### src/hw/rtl/sbus_frame_receiver_unit_defines.svh
// Assertion macros for the SBUS frame receiver RTL
`ifndef SBUS_FRAME_RECEIVER_UNIT_DEFINES_SVH
`define SBUS_FRAME_RECEIVER_UNIT_DEFINES_SVH

// same-cycle implication, disabled in reset
`define SFR_ASSERT_NOW(label, ante, cons, msg) \
    label: assert property (@(posedge clk) disable iff (!rst_n) (ante) |-> (cons)) \
        else $error(msg);

// next-cycle implication, disabled in reset
`define SFR_ASSERT_NEXT(label, ante, cons, msg) \
    label: assert property (@(posedge clk) disable iff (!rst_n) (ante) |=> (cons)) \
        else $error(msg);

`endif

### src/hw/rtl/sfr_pkg.sv
// Package: constants and types of the SBUS frame receiver
package sfr_pkg;

    localparam int FRAME_BYTES   = 25;
    localparam int IDX_W         = 5;
    localparam int CH_W          = 11;
    localparam int NUM_CH        = 16;
    localparam int CHAN_BITS     = NUM_CH * CH_W;
    localparam int CHAN_BYTES    = CHAN_BITS / 8;
    localparam int LEVEL_W       = 9;
    localparam int SEL_W         = 4;
    localparam int BITPOS_W      = 8;
    localparam int CFG_IDX_W     = 2;

    localparam logic [IDX_W-1:0] LAST_IDX = IDX_W'(FRAME_BYTES - 1);

    localparam logic [CFG_IDX_W-1:0] REG_HEADER = 2'd0;
    localparam logic [CFG_IDX_W-1:0] REG_GAP    = 2'd1;
    localparam logic [CFG_IDX_W-1:0] REG_IDLE   = 2'd2;

    localparam logic [7:0] HEADER_RST = 8'h0F;
    localparam logic [7:0] GAP_RST    = 8'd15;
    localparam logic [7:0] IDLE_RST   = 8'd156;

    localparam logic [CH_W-1:0] CH_MAX = 11'h7FF;

    localparam logic STATUS_OK  = 1'b0;
    localparam logic STATUS_BAD = 1'b1;

    localparam logic KIND_BYTE = 1'b0;
    localparam logic KIND_TICK = 1'b1;

    typedef struct packed {
        logic            status;
        logic [CH_W-1:0] ch0;
        logic [CH_W-1:0] sel_val;
        logic [7:0]      header;
    } sfr_frame_t;

    typedef struct packed {
        logic       valid;
        sfr_frame_t frame;
    } sfr_push_t;

    typedef struct packed {
        logic       valid;
        logic       full;
        sfr_frame_t frame;
    } sfr_qstat_t;

endpackage

### src/hw/rtl/sfr_in_if.sv
// Interface: input item channel
interface sfr_in_if
    import sfr_pkg::*;
();
    logic             valid;
    logic             ready;
    logic             kind;
    logic [7:0]       rx_byte;
    logic [SEL_W-1:0] channel_select;

    modport source (output valid, kind, rx_byte, channel_select, input ready);
    modport sink   (input valid, kind, rx_byte, channel_select, output ready);
endinterface

### src/hw/rtl/sfr_out_if.sv
// Interface: decoded frame result channel
interface sfr_out_if
    import sfr_pkg::*;
();
    logic               valid;
    logic               ready;
    logic               status;
    logic [CH_W-1:0]    channel_zero;
    logic [CH_W-1:0]    selected_value;
    logic [LEVEL_W-1:0] level;
    logic [7:0]         header_byte;

    modport source (output valid, status, channel_zero, selected_value, level, header_byte,
                    input ready);
    modport sink   (input valid, status, channel_zero, selected_value, level, header_byte,
                    output ready);
endinterface

### src/hw/rtl/sfr_cfg_if.sv
// Interface: configuration register write channel
interface sfr_cfg_if
    import sfr_pkg::*;
();
    logic                 valid;
    logic                 ready;
    logic [CFG_IDX_W-1:0] index;
    logic [7:0]           data;

    modport source (output valid, index, data, input ready);
    modport sink   (input valid, index, data, output ready);
endinterface

### src/hw/rtl/sfr_front.sv
// Front end: byte/tick intake, frame assembly, header check, channel extraction
module sfr_front
    import sfr_pkg::*;
(
    input  logic            clk,
    input  logic            rst_n,
    sfr_in_if.sink          rx_in,
    sfr_cfg_if.sink         cfg,
    input  logic            q_full,
    output sfr_push_t       push
);

    logic [7:0]       header_value_reg;
    logic [7:0]       gap_limit_reg;
    logic [7:0]       idle_limit_reg;
    logic [IDX_W-1:0] idx_reg, idx_next;
    logic [7:0]       sil_reg, sil_next;
    logic [7:0]       frame_reg [FRAME_BYTES];

    logic                 take;
    logic                 complete;
    logic [CHAN_BITS-1:0] chan_bits;
    logic [BITPOS_W-1:0]  bitpos;
    logic [CH_W-1:0]      ch0;
    logic [CH_W-1:0]      sel_val;
    logic                 hdr_ok;

    assign rx_in.ready = !q_full;
    assign cfg.ready   = 1'b1;
    assign take        = rx_in.valid && rx_in.ready;
    assign complete    = take && (rx_in.kind == KIND_BYTE) && (idx_reg == LAST_IDX);

    always_ff @(posedge clk or negedge rst_n)
    begin
        if (!rst_n)
        begin
            header_value_reg <= HEADER_RST;
            gap_limit_reg    <= GAP_RST;
            idle_limit_reg   <= IDLE_RST;
        end
        else if (cfg.valid)
        begin
            case (cfg.index)
                REG_HEADER: header_value_reg <= cfg.data;
                REG_GAP:    gap_limit_reg    <= cfg.data;
                REG_IDLE:   idle_limit_reg   <= cfg.data;
                default:    ;
            endcase
        end
    end

    always_comb
    begin
        idx_next = idx_reg;
        sil_next = sil_reg;
        if (take)
        begin
            if (rx_in.kind == KIND_TICK)
            begin
                if (sil_reg > gap_limit_reg)
                    idx_next = '0;
                if (sil_reg < idle_limit_reg)
                    sil_next = sil_reg + 8'd1;
                else
                    idx_next = '0;
            end
            else
            begin
                sil_next = '0;
                if (idx_reg >= LAST_IDX)
                    idx_next = '0;
                else
                    idx_next = idx_reg + IDX_W'(1);
            end
        end
    end

    always_ff @(posedge clk or negedge rst_n)
    begin
        if (!rst_n)
        begin
            idx_reg <= '0;
            sil_reg <= '0;
        end
        else
        begin
            idx_reg <= idx_next;
            sil_reg <= sil_next;
        end
    end

    always_ff @(posedge clk)
    begin
        if (take && (rx_in.kind == KIND_BYTE) && (idx_reg <= LAST_IDX))
            frame_reg[idx_reg] <= rx_in.rx_byte;
    end

    // channel payload starts at byte 1, little-endian bit order
    always_comb
    begin
        for (int i = 0; i < CHAN_BYTES; i++)
            chan_bits[i*8 +: 8] = frame_reg[i+1];
    end

    assign bitpos  = BITPOS_W'(rx_in.channel_select) * BITPOS_W'(CH_W);
    assign ch0     = chan_bits[CH_W-1:0];
    assign sel_val = chan_bits[bitpos +: CH_W];
    assign hdr_ok  = (frame_reg[0] == header_value_reg);

    always_comb
    begin
        push.valid = complete;
        if (hdr_ok)
        begin
            push.frame.status  = STATUS_OK;
            push.frame.ch0     = ch0;
            push.frame.sel_val = sel_val;
            push.frame.header  = '0;
        end
        else
        begin
            push.frame.status  = STATUS_BAD;
            push.frame.ch0     = '0;
            push.frame.sel_val = '0;
            push.frame.header  = frame_reg[0];
        end
    end

endmodule

### src/hw/rtl/sfr_queue.sv
// Two-entry queue of completed frames between front and back
module sfr_queue
    import sfr_pkg::*;
(
    input  logic       clk,
    input  logic       rst_n,
    input  sfr_push_t  push,
    input  logic       pop,
    output sfr_qstat_t qstat
);

    sfr_frame_t mem_reg [2];
    logic       wr_ptr_reg;
    logic       rd_ptr_reg;
    logic [1:0] count_reg, count_next;
    logic       do_push;
    logic       do_pop;

    assign do_push = push.valid && (count_reg != 2'd2);
    assign do_pop  = pop && (count_reg != 2'd0);

    always_comb
    begin
        count_next = count_reg;
        if (do_push && !do_pop)
            count_next = count_reg + 2'd1;
        else if (!do_push && do_pop)
            count_next = count_reg - 2'd1;
    end

    always_ff @(posedge clk or negedge rst_n)
    begin
        if (!rst_n)
        begin
            wr_ptr_reg <= 1'b0;
            rd_ptr_reg <= 1'b0;
            count_reg  <= '0;
        end
        else
        begin
            count_reg <= count_next;
            if (do_push)
                wr_ptr_reg <= !wr_ptr_reg;
            if (do_pop)
                rd_ptr_reg <= !rd_ptr_reg;
        end
    end

    always_ff @(posedge clk)
    begin
        if (do_push)
            mem_reg[wr_ptr_reg] <= push.frame;
    end

    assign qstat.valid = (count_reg != 2'd0);
    assign qstat.full  = (count_reg == 2'd2);
    assign qstat.frame = mem_reg[rd_ptr_reg];

endmodule

### src/hw/rtl/sfr_back.sv
// Back end: min/max tracking, iterative level division, result register
`include "sbus_frame_receiver_unit_defines.svh"

module sfr_back
    import sfr_pkg::*;
(
    input  logic       clk,
    input  logic       rst_n,
    input  sfr_qstat_t qstat,
    output logic       pop,
    sfr_out_if.source  res_out
);

    localparam logic [1:0] ST_IDLE = 2'd0;
    localparam logic [1:0] ST_PREP = 2'd1;
    localparam logic [1:0] ST_DIV  = 2'd2;
    localparam logic [1:0] ST_OUT  = 2'd3;

    localparam logic [3:0] LAST_STEP = 4'd8;

    logic [1:0]         state_reg, state_next;
    logic [CH_W-1:0]    lo_reg, lo_next;
    logic [CH_W-1:0]    hi_reg, hi_next;
    logic               status_reg, status_next;
    logic [CH_W-1:0]    ch0_reg, ch0_next;
    logic [CH_W-1:0]    val_reg, val_next;
    logic [7:0]         hdr_reg, hdr_next;
    logic [CH_W:0]      rem_reg, rem_next;
    logic [CH_W-1:0]    den_reg, den_next;
    logic [LEVEL_W-1:0] quo_reg, quo_next;
    logic [3:0]         step_reg, step_next;
    logic [CH_W:0]      trial;

    assign trial = (step_reg == '0) ? rem_reg : {rem_reg[CH_W-1:0], 1'b0};

    always_comb
    begin
        state_next  = state_reg;
        lo_next     = lo_reg;
        hi_next     = hi_reg;
        status_next = status_reg;
        ch0_next    = ch0_reg;
        val_next    = val_reg;
        hdr_next    = hdr_reg;
        rem_next    = rem_reg;
        den_next    = den_reg;
        quo_next    = quo_reg;
        step_next   = step_reg;
        pop         = 1'b0;
        case (state_reg)
            ST_IDLE:
            begin
                if (qstat.valid)
                begin
                    pop         = 1'b1;
                    status_next = qstat.frame.status;
                    ch0_next    = qstat.frame.ch0;
                    val_next    = qstat.frame.sel_val;
                    hdr_next    = qstat.frame.header;
                    quo_next    = '0;
                    if (qstat.frame.status == STATUS_OK)
                    begin
                        if (qstat.frame.sel_val > hi_reg)
                            hi_next = qstat.frame.sel_val;
                        if (qstat.frame.sel_val < lo_reg)
                            lo_next = qstat.frame.sel_val;
                        state_next = ST_PREP;
                    end
                    else
                        state_next = ST_OUT;
                end
            end
            ST_PREP:
            begin
                den_next  = hi_reg - lo_reg;
                rem_next  = {1'b0, val_reg - lo_reg};
                quo_next  = '0;
                step_next = '0;
                if (hi_reg > lo_reg)
                    state_next = ST_DIV;
                else
                    state_next = ST_OUT;
            end
            ST_DIV:
            begin
                if (trial >= {1'b0, den_reg})
                begin
                    rem_next = trial - {1'b0, den_reg};
                    quo_next = {quo_reg[LEVEL_W-2:0], 1'b1};
                end
                else
                begin
                    rem_next = trial;
                    quo_next = {quo_reg[LEVEL_W-2:0], 1'b0};
                end
                step_next = step_reg + 4'd1;
                if (step_reg == LAST_STEP)
                    state_next = ST_OUT;
            end
            ST_OUT:
            begin
                if (res_out.ready)
                    state_next = ST_IDLE;
            end
            default: state_next = ST_IDLE;
        endcase
    end

    always_ff @(posedge clk or negedge rst_n)
    begin
        if (!rst_n)
        begin
            state_reg <= ST_IDLE;
            lo_reg    <= CH_MAX;
            hi_reg    <= '0;
            step_reg  <= '0;
        end
        else
        begin
            state_reg <= state_next;
            lo_reg    <= lo_next;
            hi_reg    <= hi_next;
            step_reg  <= step_next;
        end
    end

    always_ff @(posedge clk)
    begin
        status_reg <= status_next;
        ch0_reg    <= ch0_next;
        val_reg    <= val_next;
        hdr_reg    <= hdr_next;
        rem_reg    <= rem_next;
        den_reg    <= den_next;
        quo_reg    <= quo_next;
    end

    assign res_out.valid          = (state_reg == ST_OUT);
    assign res_out.status         = status_reg;
    assign res_out.channel_zero   = ch0_reg;
    assign res_out.selected_value = val_reg;
    assign res_out.level          = quo_reg;
    assign res_out.header_byte    = hdr_reg;

    `SFR_ASSERT_NOW(a_level_range, res_out.valid, res_out.level <= 9'd256, "level above 256")
    `SFR_ASSERT_NOW(a_bad_zero, res_out.valid && res_out.status == STATUS_BAD, res_out.level == '0 && res_out.selected_value == '0, "mismatch result not cleared")
    `SFR_ASSERT_NEXT(a_div_end, state_reg == ST_DIV && step_reg == LAST_STEP, state_reg == ST_OUT, "division did not finish")
    `SFR_ASSERT_NOW(a_rem_bound, state_reg == ST_DIV && step_reg != '0, rem_reg < {1'b0, den_reg}, "remainder not reduced")

endmodule

### src/hw/rtl/sbus_frame_receiver_unit.sv
// Top level: SBUS frame receiver, front end, frame queue and back end
//
// channel   role    transaction
// rx_in     sink    one received byte or one timer tick
// res_out   source  one decoded frame (or header mismatch report)
// cfg       sink    one register write: 0 header, 1 gap limit, 2 idle limit
//
// rx_in takes one item per cycle while the two-entry frame queue has room.
// A frame result is offered from the out state: directly from idle on a header
// mismatch, after prep on a flat range, and after prep and the 9-step restoring
// divider otherwise. The back end then returns to idle before its next pop.
// res_out stalls hold the result register; the queue then absorbs frames.
// rst_n resets indices, counters, min/max and the config registers to their defaults.
module sbus_frame_receiver_unit
    import sfr_pkg::*;
(
    input  logic       clk,
    input  logic       rst_n,
    sfr_in_if.sink     rx_in,
    sfr_out_if.source  res_out,
    sfr_cfg_if.sink    cfg
);

    sfr_push_t  push;
    sfr_qstat_t qstat;
    logic       pop;

    sfr_front u_front (
        .clk    (clk),
        .rst_n  (rst_n),
        .rx_in  (rx_in),
        .cfg    (cfg),
        .q_full (qstat.full),
        .push   (push)
    );

    sfr_queue u_queue (
        .clk   (clk),
        .rst_n (rst_n),
        .push  (push),
        .pop   (pop),
        .qstat (qstat)
    );

    sfr_back u_back (
        .clk     (clk),
        .rst_n   (rst_n),
        .qstat   (qstat),
        .pop     (pop),
        .res_out (res_out)
    );

endmodule
### src/flat_wrapper.sv
// flat-port wrapper written by rule: the top's interface ports become plain ports
module sbus_frame_receiver_unit_flat import sfr_pkg::*;
  (clk, rst_n, rx_in_valid, rx_in_kind, rx_in_rx_byte, rx_in_channel_select, rx_in_ready, res_out_valid, res_out_status, res_out_channel_zero, res_out_selected_value, res_out_level, res_out_header_byte, res_out_ready, cfg_valid, cfg_index, cfg_data, cfg_ready);
  sfr_in_if rx_in_i ();
  sfr_out_if res_out_i ();
  sfr_cfg_if cfg_i ();
  input  logic clk;
  input  logic rst_n;
  input wire logic [$bits(rx_in_i.valid)-1:0] rx_in_valid;
  input wire logic [$bits(rx_in_i.kind)-1:0] rx_in_kind;
  input wire logic [$bits(rx_in_i.rx_byte)-1:0] rx_in_rx_byte;
  input wire logic [$bits(rx_in_i.channel_select)-1:0] rx_in_channel_select;
  output wire logic [$bits(rx_in_i.ready)-1:0] rx_in_ready;
  output wire logic [$bits(res_out_i.valid)-1:0] res_out_valid;
  output wire logic [$bits(res_out_i.status)-1:0] res_out_status;
  output wire logic [$bits(res_out_i.channel_zero)-1:0] res_out_channel_zero;
  output wire logic [$bits(res_out_i.selected_value)-1:0] res_out_selected_value;
  output wire logic [$bits(res_out_i.level)-1:0] res_out_level;
  output wire logic [$bits(res_out_i.header_byte)-1:0] res_out_header_byte;
  input wire logic [$bits(res_out_i.ready)-1:0] res_out_ready;
  input wire logic [$bits(cfg_i.valid)-1:0] cfg_valid;
  input wire logic [$bits(cfg_i.index)-1:0] cfg_index;
  input wire logic [$bits(cfg_i.data)-1:0] cfg_data;
  output wire logic [$bits(cfg_i.ready)-1:0] cfg_ready;
  assign rx_in_i.valid = rx_in_valid;
  assign rx_in_i.kind = rx_in_kind;
  assign rx_in_i.rx_byte = rx_in_rx_byte;
  assign rx_in_i.channel_select = rx_in_channel_select;
  assign rx_in_ready = rx_in_i.ready;
  assign res_out_valid = res_out_i.valid;
  assign res_out_status = res_out_i.status;
  assign res_out_channel_zero = res_out_i.channel_zero;
  assign res_out_selected_value = res_out_i.selected_value;
  assign res_out_level = res_out_i.level;
  assign res_out_header_byte = res_out_i.header_byte;
  assign res_out_i.ready = res_out_ready;
  assign cfg_i.valid = cfg_valid;
  assign cfg_i.index = cfg_index;
  assign cfg_i.data = cfg_data;
  assign cfg_ready = cfg_i.ready;
  sbus_frame_receiver_unit u_core (.clk(clk), .rst_n(rst_n), .rx_in(rx_in_i), .res_out(res_out_i), .cfg(cfg_i));
endmodule
### config.mk
export PLATFORM = sky130hd
export DESIGN_NAME = sbus_frame_receiver_unit_flat
export DESIGN_NICKNAME = d
export VERILOG_FILES = /design/src/hw/rtl/sfr_pkg.sv /design/src/hw/rtl/sfr_in_if.sv /design/src/hw/rtl/sfr_out_if.sv /design/src/hw/rtl/sfr_cfg_if.sv /design/src/hw/rtl/sfr_front.sv /design/src/hw/rtl/sfr_queue.sv /design/src/hw/rtl/sfr_back.sv /design/src/hw/rtl/sbus_frame_receiver_unit.sv /design/src/flat_wrapper.sv
export VERILOG_INCLUDE_DIRS = /design/src /design/src/hw/rtl
export SDC_FILE = /design/constraint.sdc
export NUM_CORES = 1
export LEC_CHECK = 0
export BUFFER_PORTS_ARGS = -buffer_cell sky130_fd_sc_hd__buf_2
export CAP_MARGIN = 25
export CORE_ASPECT_RATIO = 0.7
export CORE_UTILIZATION = 47
export CTS_CLUSTER_SIZE = 30
export DETAILED_ROUTE_END_ITERATION = 10
export HOLD_SLACK_MARGIN = 0.02
export PLACE_DENSITY = 0.66
export SYNTH_ARGS = -nofsm -noshare
export SYNTH_HDL_FRONTEND = slang
export SYNTH_SLANG_ARGS = --single-unit
export TNS_END_PERCENT = 10
### constraint.sdc
create_clock -name clk -period 4 [get_ports clk]
set_input_delay 0.6 -clock clk [delete_from_list [all_inputs] [get_ports clk]]
set_output_delay 0.6 -clock clk [all_outputs]
set_load 0.02 [all_outputs]
==> flow_results.xml <==
<?xml version="1.0" encoding="UTF-8"?>
<metrics>
  <group name="run_status">
    <metric name="outcome" unit="">completed</metric>
  </group>
  <group name="drt">
    <metric name="drt-initial-drc-count" unit="">933</metric>
    <metric name="via_density_per_instance" unit="">5.72</metric>
    <metric name="wl" unit="mm">38.4</metric>
    <metric name="route.vias.total" unit="">10114</metric>
    <metric name="drc_errors" unit="">0</metric>
    <metric name="postRouteAntennaNets" unit="">0</metric>
    <metric name="drtPass1Iterations" unit="">8</metric>
    <metric name="avgRoutedWirePerCell" unit="microns">21.7</metric>
  </group>
  <group name="clocking">
    <metric name="clock_sinks" unit="">378</metric>
    <metric name="clk_root_buffer_cell" unit="">sky130_fd_sc_hd__clkbuf_16</metric>
    <metric name="cts_setup_buffers" unit="">0</metric>
    <metric name="clock_insertion_delay_worst_skew" unit="ns">0.53</metric>
    <metric name="number_of_gates_given_a_new_drive_strength_after_cts" unit="">0</metric>
    <metric name="cts.clk_slew.worst_paths" unit="ns">0.06</metric>
    <metric name="hold_buffers" unit="">0</metric>
    <metric name="cts_buffers" unit="">38</metric>
    <metric name="ctsHtreeMaxLevel" unit="">2</metric>
    <metric name="cts_buffer_depth" unit="">3</metric>
    <metric name="cts_tree" unit="">yes</metric>
  </group>
  <group name="finish">
    <metric name="multi_input_comb_area" unit="sq mm">0.00593</metric>
    <metric name="layout-drive-gt1-share" unit="%">23.5</metric>
    <metric name="fin_area" unit="sq mm">0.0196</metric>
    <metric name="final.fill_count" unit="">2899</metric>
    <metric name="seq_area" unit="sq mm">0.0110</metric>
    <metric name="area_growth_from_synthesis_to_layout" unit="%">12.7</metric>
    <metric name="finalNetCount" unit="">1373</metric>
    <metric name="antenna_cells" unit="">0</metric>
    <metric name="largest_reg_flops" unit="">184</metric>
  </group>
  <group name="grt">
    <metric name="gr-usage-met3" unit="%">3.92</metric>
    <metric name="met2_usage" unit="%">30.1</metric>
    <metric name="first_global_vias" unit="">9983</metric>
    <metric name="grt_use_total" unit="%">21.0</metric>
    <metric name="grt-busiest-layer" unit="">met1</metric>
    <metric name="grt_pass1_wl" unit="mm">59.6</metric>
    <metric name="global_route_track_usage_on_met1" unit="%">33.0</metric>
    <metric name="grt_antenna_before_repair" unit="">0</metric>
    <metric name="grt_start_max_net_pins" unit="">70</metric>
    <metric name="grt-ovfl-total" unit="">0</metric>
  </group>
  <group name="critical_path">
    <metric name="crit_type" unit="">reg2reg</metric>
    <metric name="worstPathRequired" unit="ns">4.26</metric>
    <metric name="crit-reg2reg-launch" unit="">u_core.u_back.step_reg[0]</metric>
    <metric name="rrSetupSlack" unit="ns">0.26</metric>
    <metric name="worst_setup_path_start_kind" unit="">flop</metric>
    <metric name="worstSetupEndpointType" unit="">flop</metric>
    <metric name="cp.arrival" unit="ns">4.00</metric>
    <metric name="critPathMaxFanout" unit="">12</metric>
    <metric name="r2r_end" unit="">u_core.u_back.rem_reg[9]</metric>
    <metric name="worstRegToRegCells" unit="">12</metric>
  </group>
  <group name="timing">
    <metric name="timing.final.ws_setup" unit="ns">0.255</metric>
    <metric name="setup_viol" unit="">0</metric>
    <metric name="report.final.slew_viol_count" unit="">0</metric>
    <metric name="grt_setup_unrepaired" unit="">no</metric>
    <metric name="hold_violations" unit="">0</metric>
    <metric name="slew_headroom" unit="%">37.8</metric>
    <metric name="clock.fmax" unit="GHz">0.267</metric>
    <metric name="timing.setup.tns" unit="ns">0</metric>
    <metric name="timing.final.crit_share" unit="%">93.6</metric>
    <metric name="holdWs" unit="ns">0.196</metric>
    <metric name="final_period_minus_worst_setup_slack" unit="ns">3.74</metric>
    <metric name="fin_skew" unit="ns">0.0150</metric>
    <metric name="worst_pin_slew" unit="ns">0.930</metric>
  </group>
  <group name="logic_synthesis">
    <metric name="synthDominantAreaCellType" unit="">sky130_fd_sc_hd__edfxtp_1</metric>
    <metric name="syn-mean-instance-area" unit="sq um">14.8</metric>
    <metric name="mappedNetlistArea" unit="sq mm">0.0174</metric>
    <metric name="synthesized_instance_count" unit="">1174</metric>
    <metric name="synth-seq-area-share" unit="%">63.4</metric>
    <metric name="synth_fa_ha_area_share" unit="%">6.17</metric>
    <metric name="yosysTopAreaCellShare" unit="%">53.3</metric>
    <metric name="synth_compound_area_share" unit="%">7.07</metric>
    <metric name="synth-seq-cells" unit="">378</metric>
    <metric name="synth_flop_cell" unit="">sky130_fd_sc_hd__edfxtp_1</metric>
    <metric name="main_combinational_cell_family_by_area_after_synthesis" unit="">multiplexers</metric>
    <metric name="synthXorXnorAreaFrac" unit="%">1.51</metric>
    <metric name="synthTopCellsByArea" unit="">sky130_fd_sc_hd__edfxtp_1, sky130_fd_sc_hd__dfrtp_1, sky130_fd_sc_hd__ha_1, sky130_fd_sc_hd__mux4_2, sky130_fd_sc_hd__mux2_2</metric>
    <metric name="mux_share_of_post_synthesis_cell_area" unit="%">11.9</metric>
    <metric name="number_of_enable_type_register_cells_in_the_synthesized_netlist" unit="">309</metric>
    <metric name="synthArstFlopShare" unit="%">18.3</metric>
    <metric name="yosys.area_share.simple" unit="%">7.28</metric>
    <metric name="yosysWarnings" unit="">0</metric>
    <metric name="netlist-cell-type-count" unit="">72</metric>
    <metric name="net_count_after_synthesis" unit="">1286</metric>
  </group>
  <group name="die">
    <metric name="die_area" unit="sq mm">0.0378</metric>
    <metric name="std_cell_rows" unit="">58</metric>
    <metric name="die_height" unit="microns">163</metric>
    <metric name="floorplan.die.width" unit="microns">232</metric>
    <metric name="initial_core_util" unit="%">48.1</metric>
    <metric name="core_area" unit="sq mm">0.0362</metric>
    <metric name="top_level_ports" unit="">71</metric>
  </group>
  <group name="placement">
    <metric name="dpl_cell_area" unit="sq mm">0.0184</metric>
    <metric name="dpl.hpwl" unit="mm">26.5</metric>
    <metric name="io_buffers" unit="">69</metric>
    <metric name="detailedPlace.worstSlack" unit="ns">0.289</metric>
    <metric name="globalplace.congestion" unit="">0.846</metric>
  </group>
  <group name="power_and_ir_drop">
    <metric name="power-per-cell-area" unit="mW/mm^2">750</metric>
    <metric name="power.static_leakage" unit="nW">7.25</metric>
    <metric name="ir_drop" unit="mV">0.368</metric>
  </group>
  <group name="worst_hold_path">
    <metric name="min-delay-path-class" unit="">in2async</metric>
  </group>
  <group name="job">
    <metric name="drv.max_cap_violation_count" unit="">0</metric>
  </group>
</metrics>
-- power breakdown --
part           total (W)  switching [W]  internal [W]
sequential       0.00548       0.000362       0.00512
clock            0.00357        0.00147       0.00210
combinational    0.00567        0.00332       0.00235
-- layer usage --
layer	share of wire, %	wire length (microns)
met2	43	16600
met3	7.2	2750
met1	48	18500
met4	1.5	564
met5	0	0
-- final cells by class --
class / instances / area share, %
well taps: 480 / 3.06
multi-input cells: 683 / 30.2
repair buffers: 90 / 2.77
clock inverters: 18 / 0.848
inverters: 70 / 1.34
flip-flops and latches: 378 / 56.2
clock buffers: 50 / 5.50
-- metrics by stage --
stage                     utilization (%)  std cells  power, W
after floorplan                         -       1174   0.00962
after global placement               50.7       1701    0.0111
after detailed placement             50.7       1701    0.0112
after CTS                            54.2       1769    0.0148
after global routing                 54.2       1769    0.0156
final                                54.2       1769    0.0147
-- Yosys cell counts (3+ instances only) --
cell and count:
sky130_fd_sc_hd__o21a_1 11, sky130_fd_sc_hd__nand4_1 9, sky130_fd_sc_hd__a21oi_1 40, sky130_fd_sc_hd__a22o_1 3
sky130_fd_sc_hd__nand3_1 24, sky130_fd_sc_hd__o311ai_0 6, sky130_fd_sc_hd__or2_2 5, sky130_fd_sc_hd__a311o_1 4
sky130_fd_sc_hd__dfstp_2 23, sky130_fd_sc_hd__mux2i_1 21, sky130_fd_sc_hd__o31ai_1 3, sky130_fd_sc_hd__nor4_1 5
sky130_fd_sc_hd__a21o_1 11, sky130_fd_sc_hd__ha_1 81, sky130_fd_sc_hd__a31oi_1 5, sky130_fd_sc_hd__dfrtp_1 46
sky130_fd_sc_hd__nand2b_1 12, sky130_fd_sc_hd__o221ai_1 3, sky130_fd_sc_hd__o211ai_1 5, sky130_fd_sc_hd__and3_1 19
sky130_fd_sc_hd__nor3b_1 3, sky130_fd_sc_hd__edfxtp_1 309, sky130_fd_sc_hd__xnor2_1 16, sky130_fd_sc_hd__and2_1 19
sky130_fd_sc_hd__mux4_2 44, sky130_fd_sc_hd__nand3b_1 4, sky130_fd_sc_hd__xor2_1 14, sky130_fd_sc_hd__mux2_2 78
sky130_fd_sc_hd__o21ai_0 29, sky130_fd_sc_hd__nor2_1 61, sky130_fd_sc_hd__inv_1 70, sky130_fd_sc_hd__buf_2 9
sky130_fd_sc_hd__or4_1 3, sky130_fd_sc_hd__a211oi_1 28, sky130_fd_sc_hd__nor3_1 20, sky130_fd_sc_hd__clkbuf_1 29
sky130_fd_sc_hd__or3_1 4, sky130_fd_sc_hd__nand2_1 33, sky130_fd_sc_hd__fa_1 3, sky130_fd_sc_hd__nor2b_1 21
-- critical path: stages, from the launching register on --
cell and delay [ns]:
sky130_fd_sc_hd__dfrtp_1 0.40, sky130_fd_sc_hd__inv_1 0.10, sky130_fd_sc_hd__ha_1 0.17, sky130_fd_sc_hd__nor3b_2 0.24, sky130_fd_sc_hd__buf_12 0.18, sky130_fd_sc_hd__mux2_2 0.38
sky130_fd_sc_hd__fa_1 0.48, sky130_fd_sc_hd__a211o_1 0.35, sky130_fd_sc_hd__a21oi_1 0.19, sky130_fd_sc_hd__a311oi_1 0.20, sky130_fd_sc_hd__or2_2 0.45, sky130_fd_sc_hd__o311ai_0 0.17
sky130_fd_sc_hd__o211ai_1 0.16
-- layout by cell type (no fill, tap or decap), types with 23 or more instances in the layout --
master and n:
sky130_fd_sc_hd__mux2_2 78, sky130_fd_sc_hd__buf_2 68, sky130_fd_sc_hd__mux4_2 44, sky130_fd_sc_hd__dfrtp_1 46, sky130_fd_sc_hd__nor2_1 61, sky130_fd_sc_hd__inv_1 70, sky130_fd_sc_hd__o21ai_0 29, sky130_fd_sc_hd__nand3_1 24
sky130_fd_sc_hd__nand2_1 33, sky130_fd_sc_hd__edfxtp_1 309, sky130_fd_sc_hd__a211oi_1 28, sky130_fd_sc_hd__clkbuf_16 41, sky130_fd_sc_hd__ha_1 81, sky130_fd_sc_hd__a21oi_1 40, sky130_fd_sc_hd__dfstp_2 23
-- worst max path at each step --
stage,to,startpoint,cells after the start
final,u_core.u_back.rem_reg[9],u_core.u_back.step_reg[0],12
after detailed placement,u_core.u_back.rem_reg[9],u_core.u_back.step_reg[0],12
after global routing,u_core.u_back.rem_reg[9],u_core.u_back.step_reg[0],12
after floorplan,u_core.u_back.rem_reg[4],u_core.u_back.step_reg[0],12
after CTS,u_core.u_back.rem_reg[9],u_core.u_back.step_reg[0],12
after global placement,u_core.u_back.rem_reg[9],u_core.u_back.step_reg[0],12
-- cell families (layout without fill, tap and decap cells) --
logic type / count (synthesis) / in the layout
other cells: 1 / 1
compound gates: 179 / 179
mux: 143 / 143
fa+ha+maj: 84 / 84
buf+inv: 113 / 228
xor+xnor: 30 / 30
simple gates: 246 / 246
flops: 378 / 378
Power figures use the tool's default switching activity.
